==> src/sv/cfpe_pkg.sv <==
// Package for the capture fade and peak envelope block.
// Payload structs, register indexes, reset values and internal bundles.
// No dependencies.
package cfpe_pkg;

  localparam int unsigned SampleW = 16;
  localparam int unsigned TotalW  = 32;
  localparam int unsigned GainW   = 33;
  localparam int unsigned CfgIdxW = 3;
  localparam int unsigned CfgDataW = 32;

  localparam logic [GainW-1:0] GainOne = {1'b1, 32'h0};

  localparam logic [CfgIdxW-1:0] RegSkipSamples    = 3'd0;
  localparam logic [CfgIdxW-1:0] RegFadeSamples    = 3'd1;
  localparam logic [CfgIdxW-1:0] RegFadeStep       = 3'd2;
  localparam logic [CfgIdxW-1:0] RegBucketSize     = 3'd3;
  localparam logic [CfgIdxW-1:0] RegReportInterval = 3'd4;

  localparam logic [19:0] SkipSamplesRst    = 20'd19200;
  localparam logic [19:0] FadeSamplesRst    = 20'd14400;
  localparam logic [31:0] FadeStepRst       = 32'd298262;
  localparam logic [15:0] BucketSizeRst     = 16'd480;
  localparam logic [23:0] ReportIntervalRst = 24'd4800;

  typedef struct packed {
    logic signed [15:0] sample;
    logic               restart;
  } cfpe_in_t;

  typedef struct packed {
    logic signed [15:0] faded_sample;
    logic               wave_valid;
    logic [7:0]         wave_peak;
    logic               level_valid;
    logic [15:0]        level_peak;
    logic [31:0]        samples_total;
  } cfpe_out_t;

  typedef struct packed {
    logic [19:0] skip_samples;
    logic [19:0] fade_samples;
    logic [31:0] fade_step;
    logic [15:0] bucket_size;
    logic [23:0] report_interval;
  } cfpe_cfg_t;

  typedef struct packed {
    logic [15:0] mag;
    logic [15:0] faded;
    logic [31:0] total;
  } cfpe_fade_t;

  typedef struct packed {
    logic        wave_valid;
    logic [7:0]  wave_peak;
    logic        level_valid;
    logic [15:0] level_peak;
  } cfpe_peak_t;

endpackage

==> src/sv/capture_fade_peak_envelope.sv <==
// Top level of the capture fade and peak envelope block.
// Depends on cfpe_pkg, cfpe_fade and cfpe_peak.
//
//   channel  direction  handshake              payload
//   in       input      in_valid_i/in_stall_o  cfpe_in_t
//   out      output     out_valid_o/out_stall_i cfpe_out_t
//   cfg      input      cfg_we_i               cfg_idx_i, cfg_wdata_i
//
// One sample per cycle while the output is not stalled; a sample passes the input register, then the result register.
// The fade multiply and both peak updates sit in the single stage between them.
// Reset clears the position counter, gain, peaks and the valid flags;
// registers take their documented reset values.
// A stalled result holds; the input register still takes one transaction.
module capture_fade_peak_envelope (
  input  logic                    clk_i,
  input  logic                    rst_ni,
  input  logic                    in_valid_i,
  output logic                    in_stall_o,
  input  cfpe_pkg::cfpe_in_t      in_data_i,
  output logic                    out_valid_o,
  input  logic                    out_stall_i,
  output cfpe_pkg::cfpe_out_t     out_data_o,
  input  logic                    cfg_we_i,
  input  logic [cfpe_pkg::CfgIdxW-1:0]  cfg_idx_i,
  input  logic [cfpe_pkg::CfgDataW-1:0] cfg_wdata_i
);
  import cfpe_pkg::*;

  cfpe_cfg_t  cfg_q;
  cfpe_in_t   in_q;
  logic       in_valid_q;
  cfpe_out_t  out_q;
  logic       out_valid_q;
  logic       adv;
  logic       in_acc;
  cfpe_fade_t fade;
  cfpe_peak_t peak;

  assign adv        = in_valid_q && (!out_valid_q || !out_stall_i);
  assign in_stall_o = in_valid_q && !adv;
  assign in_acc     = in_valid_i && !in_stall_o;

  always_ff @(posedge clk_i or negedge rst_ni) begin
    if (!rst_ni) begin
      cfg_q.skip_samples    <= SkipSamplesRst;
      cfg_q.fade_samples    <= FadeSamplesRst;
      cfg_q.fade_step       <= FadeStepRst;
      cfg_q.bucket_size     <= BucketSizeRst;
      cfg_q.report_interval <= ReportIntervalRst;
    end else if (cfg_we_i) begin
      case (cfg_idx_i)
        RegSkipSamples:    cfg_q.skip_samples    <= cfg_wdata_i[19:0];
        RegFadeSamples:    cfg_q.fade_samples    <= cfg_wdata_i[19:0];
        RegFadeStep:       cfg_q.fade_step       <= cfg_wdata_i;
        RegBucketSize:     cfg_q.bucket_size     <= cfg_wdata_i[15:0];
        RegReportInterval: cfg_q.report_interval <= cfg_wdata_i[23:0];
        default: ;
      endcase
    end
  end

  always_ff @(posedge clk_i or negedge rst_ni) begin
    if (!rst_ni) begin
      in_valid_q  <= 1'b0;
      out_valid_q <= 1'b0;
    end else begin
      if (in_acc) begin
        in_valid_q <= 1'b1;
      end else if (adv) begin
        in_valid_q <= 1'b0;
      end
      if (adv) begin
        out_valid_q <= 1'b1;
      end else if (!out_stall_i) begin
        out_valid_q <= 1'b0;
      end
    end
  end

  always_ff @(posedge clk_i) begin
    if (in_acc) begin
      in_q <= in_data_i;
    end
    if (adv) begin
      out_q.faded_sample  <= fade.faded;
      out_q.wave_valid    <= peak.wave_valid;
      out_q.wave_peak     <= peak.wave_peak;
      out_q.level_valid   <= peak.level_valid;
      out_q.level_peak    <= peak.level_peak;
      out_q.samples_total <= fade.total;
    end
  end

  cfpe_fade u_fade (
    .clk_i  (clk_i),
    .rst_ni (rst_ni),
    .adv_i  (adv),
    .in_i   (in_q),
    .cfg_i  (cfg_q),
    .fade_o (fade)
  );

  cfpe_peak u_peak (
    .clk_i     (clk_i),
    .rst_ni    (rst_ni),
    .adv_i     (adv),
    .restart_i (in_q.restart),
    .fade_i    (fade),
    .cfg_i     (cfg_q),
    .peak_o    (peak)
  );

  assign out_valid_o = out_valid_q;
  assign out_data_o  = out_q;

  a_adv_shows: assert property (@(posedge clk_i) disable iff (!rst_ni)
    adv |=> out_valid_o)
    else $error("advanced transaction did not reach the result register");

  a_total_nonzero: assert property (@(posedge clk_i) disable iff (!rst_ni)
    out_valid_o |-> (out_q.samples_total != 32'd0))
    else $error("sample total of a result is zero");

  a_wave_range: assert property (@(posedge clk_i) disable iff (!rst_ni)
    out_valid_o |-> (out_q.wave_peak <= 8'd128) &&
                    (out_q.wave_valid || (out_q.wave_peak == 8'd0)))
    else $error("wave peak out of range or set without a bucket");

  a_level_range: assert property (@(posedge clk_i) disable iff (!rst_ni)
    out_valid_o && !out_q.level_valid |-> (out_q.level_peak == 16'd0))
    else $error("level peak set without a report");

endmodule

==> src/sv/cfpe_fade.sv <==
// Skip zeroing and fade-in gain with the sample position counter.
// Depends on cfpe_pkg.
module cfpe_fade (
  input  logic                clk_i,
  input  logic                rst_ni,
  input  logic                adv_i,
  input  cfpe_pkg::cfpe_in_t  in_i,
  input  cfpe_pkg::cfpe_cfg_t cfg_i,
  output cfpe_pkg::cfpe_fade_t fade_o
);
  import cfpe_pkg::*;

  logic [TotalW-1:0] idx_q, idx_d, idx;
  logic [GainW-1:0]  gain_q, gain_d, gain;
  logic              neg;
  logic [15:0]       raw, mag_in, mag;
  logic [47:0]       prod;
  logic [33:0]       gain_sum;
  logic [31:0]       fade_end;

  always_comb begin
    idx      = in_i.restart ? '0 : idx_q;
    gain     = in_i.restart ? '0 : gain_q;
    raw      = in_i.sample;
    neg      = raw[15];
    mag_in   = neg ? 16'(16'd0 - raw) : raw;
    prod     = 48'(mag_in) * 48'(gain) + 48'h0000_8000_0000;
    gain_sum = 34'(gain) + 34'(cfg_i.fade_step);
    fade_end = 32'(cfg_i.skip_samples) + 32'(cfg_i.fade_samples);
    gain_d   = gain;
    if (idx < 32'(cfg_i.skip_samples)) begin
      mag = '0;
    end else if (idx < fade_end) begin
      mag    = prod[47:32];
      gain_d = (gain_sum > 34'(GainOne)) ? GainOne : gain_sum[GainW-1:0];
    end else begin
      mag = mag_in;
    end
    idx_d        = (idx == '1) ? idx : idx + 32'd1;
    fade_o.mag   = mag;
    fade_o.faded = neg ? 16'(16'd0 - mag) : mag;
    fade_o.total = idx_d;
  end

  always_ff @(posedge clk_i or negedge rst_ni) begin
    if (!rst_ni) begin
      idx_q  <= '0;
      gain_q <= '0;
    end else if (adv_i) begin
      idx_q  <= idx_d;
      gain_q <= gain_d;
    end
  end

endmodule

==> src/sv/cfpe_peak.sv <==
// Waveform bucket peak holder and level report peak holder.
// Depends on cfpe_pkg.
module cfpe_peak (
  input  logic                 clk_i,
  input  logic                 rst_ni,
  input  logic                 adv_i,
  input  logic                 restart_i,
  input  cfpe_pkg::cfpe_fade_t fade_i,
  input  cfpe_pkg::cfpe_cfg_t  cfg_i,
  output cfpe_pkg::cfpe_peak_t peak_o
);
  import cfpe_pkg::*;

  logic [15:0] bcnt_q, bcnt_d, bcnt;
  logic [15:0] bpeak_q, bpeak_d, bpeak;
  logic [15:0] lmax_q, lmax_d, lmax;
  logic [31:0] lrep_q, lrep_d, lrep;
  logic [16:0] cnt;
  logic [31:0] diff;

  always_comb begin
    bcnt  = restart_i ? '0 : bcnt_q;
    bpeak = restart_i ? '0 : bpeak_q;
    lmax  = restart_i ? '0 : lmax_q;
    lrep  = restart_i ? '0 : lrep_q;

    peak_o  = '0;
    bpeak_d = (bpeak < fade_i.mag) ? fade_i.mag : bpeak;
    cnt     = 17'(bcnt) + 17'd1;
    bcnt_d  = cnt[15:0];
    if (cnt >= 17'(cfg_i.bucket_size)) begin
      peak_o.wave_valid = 1'b1;
      peak_o.wave_peak  = bpeak_d[15:8];
      bpeak_d           = '0;
      bcnt_d            = '0;
    end

    lmax_d = (lmax < fade_i.mag) ? fade_i.mag : lmax;
    lrep_d = lrep;
    diff   = fade_i.total - lrep;
    if ((fade_i.total >= lrep) && (diff > 32'(cfg_i.report_interval))) begin
      peak_o.level_valid = 1'b1;
      peak_o.level_peak  = lmax_d;
      lrep_d             = fade_i.total;
      lmax_d             = '0;
    end
  end

  always_ff @(posedge clk_i or negedge rst_ni) begin
    if (!rst_ni) begin
      bcnt_q  <= '0;
      bpeak_q <= '0;
      lmax_q  <= '0;
      lrep_q  <= '0;
    end else if (adv_i) begin
      bcnt_q  <= bcnt_d;
      bpeak_q <= bpeak_d;
      lmax_q  <= lmax_d;
      lrep_q  <= lrep_d;
    end
  end

endmodule
==> config.mk <==
export PLATFORM = sky130hd
export DESIGN_NAME = capture_fade_peak_envelope
export DESIGN_NICKNAME = d
export VERILOG_FILES = /design/src/sv/cfpe_pkg.sv /design/src/sv/capture_fade_peak_envelope.sv /design/src/sv/cfpe_fade.sv /design/src/sv/cfpe_peak.sv
export SDC_FILE = /design/constraint.sdc
export NUM_CORES = 2
export LEC_CHECK = 0
export BUFFER_PORTS_ARGS = -buffer_cell sky130_fd_sc_hd__buf_2
export CAP_MARGIN = 20
export CORE_UTILIZATION = 55
export CTS_BUF_LIST = sky130_fd_sc_hd__clkbuf_8
export DETAILED_ROUTE_END_ITERATION = 7
export PLACE_DENSITY = 0.82
export SYNTH_ARGS = -nofsm -noshare
export SYNTH_HDL_FRONTEND = slang
export SYNTH_HIERARCHICAL = 1
export SYNTH_SLANG_ARGS = --single-unit
==> constraint.sdc <==
create_clock -name clk_i -period 12.15 [get_ports clk_i]
set_input_delay 0.6075 -clock clk_i [delete_from_list [all_inputs] [get_ports clk_i]]
set_output_delay 0.6075 -clock clk_i [all_outputs]
set_load 0.03 [all_outputs]
# == Word level (Yosys, flattened, before mapping) ==
# Index checks and enable logic that the tools add are counted.
# word_totals
input_bits,57
regBits,350
wordCells,86
out_inout_bits,76
# op_classes
n_mux,26
n_reduce_logical,16
n_addsub,8
magnitude_cmp,8
n_mul,1
eq_ne,6
# op_table
operator,count
16-bit 2-to-1 mux,12
33-bit 2-to-1 mux,4
32-bit 2-to-1 mux,4
48-bit by 32-bit adder with 48-bit output (second input constant),1
16-bit by 33-bit multiplier with 48-bit output,1
33-bit by 32-bit adder with 34-bit output,1
34-bit by 33-bit greater-than comparator with 1-bit output (second input constant),1
32-bit by 1-bit adder with 32-bit output (second input constant),1
32-bit equality test (second input constant),1
32-bit greater-or-equal comparator,1
32-bit by 24-bit greater-than comparator with 1-bit output,1
16-bit < comparator,2
32-bit by 20-bit < comparator with 1-bit output,1
32-bit < comparator,1
1-bit by 16-bit subtractor with 16-bit output (first input constant),2
32-bit subtractor,1
20-bit by 20-bit adder with 21-bit output,1
16-bit by 1-bit adder with 17-bit output (second input constant),1
17-bit by 16-bit greater-or-equal comparator with 1-bit output,1
17-bit 2-to-1 mux,1
2-bit AND reduction,5
9-bit 2-to-1 mux,1
3-bit by 2-bit equality test with 1-bit output (second input constant),2
1-bit logical AND,4
8 further kinds,14

# == Logic depth before layout (Yosys ltp) ==
# depth
ltp_word,9
depth_mapped,44
mapped_depth_nobuf,40

# == Modules after synthesis ==
# The synthesis kept the hierarchy.
# modules_own_cells
module,cells_per_inst,n_inst,area_each_um2,seq_area_each_um2
cfpe_fade,2854,1,23745.3,1626.6
cfpe_peak,927,1,7823.8,2001.9
capture_fade_peak_envelope,340,1,7144.4,5615.4

# == Least setup slack after synthesis ==
# OpenSTA, ideal clock, no wires.
# synth_timing
path_kind,flip-flop to flip-flop
startpoint,register in_q[6] (netlist name)
endpoint,register u_peak.bpeak_q[14]
required_time_ns,12.082
setup_time_ns,0.068
period_less_slack_ns,10.616
path_slack_ns,1.534
path_stages_with_launch,39
path_buffers,4
arrival_time_ns,10.548
path_cell_list,edfxtp_1 or4_4 or3_4 or2_1 or3_4 or4b_2 clkbuf_1 nor2_1 fa_1 fa_1 fa_1 fa_1 fa_1 inv_1 fa_1 inv_1 ha_1 a21oi_1 (+3 left out) nand3_1 a31oi_1 nor2b_1 o21bai_1 xnor2_1 o21ai_0 inv_1 ha_1 a211oi_1 nand2_1 a221oi_1 o21ai_0 nand3_1 buf_2 and3_1 clkbuf_1 buf_2 a22o_1
# synth_rtl
element,line,source
"start, declared",capture_fade_peak_envelope.sv:30,cfpe_in_t in_q;
"start signal, assigned",capture_fade_peak_envelope.sv:82,in_q <= in_data_i;
"end signal, assigned",cfpe_peak.sv:57,bpeak_q <= bpeak_d;
"end, declared",cfpe_peak.sv:15,"logic [15:0] bpeak_q, bpeak_d, bpeak;"

==> metrics <==
outcome completed; Synth Net Count 4,951; PortBufs 132; number of flops mapped to enable cells by yosys 91; RePlAce Congestion 0.991; max-slew violations 0; vias in the first global route 31,200; first-pass GRT wire length 168,000 um; Max Cap Viol 0; element type at the critical path end flip-flop; top_reg_cell synth dfrtp_1; number of cells on the worst reg-to-reg path 34; crit path from in_q[6]$_DFFE_PP_; Cell Rows 96; Slew Limit Headroom 0.265; largest fanout on the critical path 21; final net count 5,054; Yosys Warn Count 6; Peak VDD IR 0.000143 V; total grt overflow 0; worst slack, placed 0.958 ns; r2r startpoint in_q[6]$_DFFE_PP_; Iteration-0 DRC Markers 2,477; clk root buf clkbuf_8; Worst-Skew Late Latency 0.69 ns; element type at the critical path start flip-flop; First-pass DRT Iterations 6; final setup fails 0; die area 0.0715 mm2; Final min period 11.39 ns; Slowest cell on crit path or4b_2; WL final 105,000 um; WS Path Type flip-flop to flip-flop; Arr. time, crit path 11.76 ns; largest net degree at the start of global routing 113; CP endpoint out_data_o[34]$_DFFE_PP_; Fin. Hold Viols 0; R2R Setup Slk 0.76 ns; Reg clk slew, reported paths 0.06 ns; final setup margin 0.756 ns; top-level port count 133; drc violations 0; Syn-to-layout area delta 8.56%; CTS tree built; H-tree depth 2; CP Data Required Time 12.52 ns; number of routed nets with antenna violations 0; fin crit share 0.938; setup TNS 0 ns; TritonCTS Buffers 58; synth unique cells 109; CP max stage delay 1.00 ns; Post-DP HPWL 80,700 um; Leakage Power 21.2 nW; syn avg cell area 9.39 um2; FF-to-FF End out_data_o[34]$_DFFE_PP_; core box area 0.0691 mm2; Sink Count 350; clock skew 0.0568 ns; crit-path most repeated cell fa_1; fmax 87.8 MHz; GRT Total Usage 0.302; DR vias/cell 5.82; Vias 30,300; pwr/cell area 196 mW/mm2; Yosys reg bits 350; Mapped Cells 4,121; post-synthesis cell area 0.0387 mm2; Initial Util 0.561; Async SR Flop Fraction 0.740; Tightest Pin Transition 1.10 ns; die height 267 um; CTS Buffer Depth 3; wire per inst 20.2 um; RSZ-0062 raised after global routing false; layout cells sized above 1 0.127; setup bufs post-CTS 0; Min-Delay Path Class input pin to flip-flop; post-synthesis sequential area ratio 0.239; Die W 267 um; Power, Total 8.24 mW; initial antenna violation count 5
how the worst min path moves through the flow:
stage                                       from                            to  slack, ns  cells after the start
floorplan                                 rst_ni          cfg_q[0]$_DFFE_PN0P_       0.31                      0
detailed placement  u_peak/lmax_q[2]$_DFFE_PN0P_  u_peak/lmax_q[2]$_DFFE_PN0P_       0.46                      2
global placement    u_peak/lmax_q[4]$_DFFE_PN0P_  u_peak/lmax_q[4]$_DFFE_PN0P_       0.45                      2
CTS                                 in_data_i[0]             in_q[0]$_DFFE_PP_       0.09                      1
finish                              in_data_i[0]             in_q[0]$_DFFE_PP_       0.12                      1
global route                        in_data_i[0]             in_q[0]$_DFFE_PP_        0.1                      1
cell families (layout without fill, tap and decap cells):
group	count (synthesis)	in the layout	share of synthesized area
AND/OR/NAND/NOR	1170	1170	0.140
buffers and inverters	916	1068	0.0931
adder cells (fa/ha/maj)	773	773	0.334
AO/OA/AOI/OAI	588	588	0.108
flip-flops	350	350	0.239
multiplexers	171	171	0.0510
XOR/XNOR	153	153	0.0352
other	0	2	0
layer usage:
layer / GRT usage / up-vias / wire length (um)
li1: - / 13600 / -
met3: 0.0736 / 298 / 10200
met2: 0.481 / 1432 / 47600
met4: 0.135 / 6 / 5070
met5: 0 / - / 33
met1: 0.389 / 15000 / 42400
sequential cells by signal (all words and copies together) (netlist names):
name            flops
u_peak/lmax_q      16
in_q               17
u_peak/bpeak_q     16
u_peak/lrep_q      32
u_fade/idx_q       32
u_peak/bcnt_q      16
u_fade/gain_q      33
out_data_o         74
out_valid_o         1
in_valid_q          1
cfg_q             112
repair_timing:
item	4_1_cts	5_1_grt
hold endpoints to repair	1	0
gates resized for setup	0	0
hold buffers	1	0
cells in the final DEF (no fill, tap or decap), types with 26 or more instances in the layout:
master and instances:
nand2_1 517, nor3_1 33, dfrtp_1 235, a21o_1 56, inv_1 751, fa_1 433
mux2i_1 30, a22o_1 83, o21ai_0 96, clkbuf_8 64, nor2b_1 82, mux2_2 117
xnor2_1 93, a21oi_1 136, edfxtp_1 91, buf_4 68, nand2b_1 62, buf_2 131
nand4_1 26, nand3_1 57, xor2_1 47, nor2_1 266, ha_1 340
worst max-delay path: cells and delay by family, from the launching register on:
family,cells,cell delay (ns)
simple gates,14,4.02
fa+ha+maj,8,3.72
compound gates,5,1.62
buf+inv,5,0.62
flops,1,0.52
xor+xnor,1,0.32
mux,1,0.26
synthesized netlist by cell type, drive strengths merged, types with 34 or more instances:
cell type,number,area share
a21o,56,0.011
a21oi,139,0.018
a22o,83,0.019
buf,53,0.0093
clkbuf,112,0.011
dfrtp,235,0.15
edfxtp,91,0.071
fa,433,0.22
ha,340,0.11
inv,745,0.072
mux2,140,0.043
nand2,518,0.050
nand2b,62,0.010
nand3,57,0.0074
nor2,268,0.026
nor2b,85,0.014
nor3,34,0.0045
o21ai,108,0.014
xnor2,103,0.023
xor2,50,0.012
cell type report:
class,instances,area (um2)
fillers,5647,27000
multi-input cells,2855,26000
flip-flops and latches,350,9240
inverters,751,2820
repair buffers,208,1340
well taps,931,1160
clock buffers,64,881
clock inverters,45,531
diodes,2,5.00
where the power goes:
group          internal, mW  switching (mW)
Clock                 0.730           0.530
Combinational          2.08            3.27
Sequential             1.49           0.149
per-stage QoR:
stage / hold slack, ns / util / cell area, um2 / cells
after floorplan: 0.312 / - / 38700 / 4121
after global placement: 0.453 / 0.586 / 40500 / 5087
after detailed placement: 0.460 / 0.587 / 40500 / 5091
after CTS: 0.0877 / 0.608 / 42000 / 5201
after global routing: 0.0994 / 0.608 / 42000 / 5205
final: 0.119 / 0.609 / 42000 / 5206
Note: power is estimated with default switching activity, not from simulation.
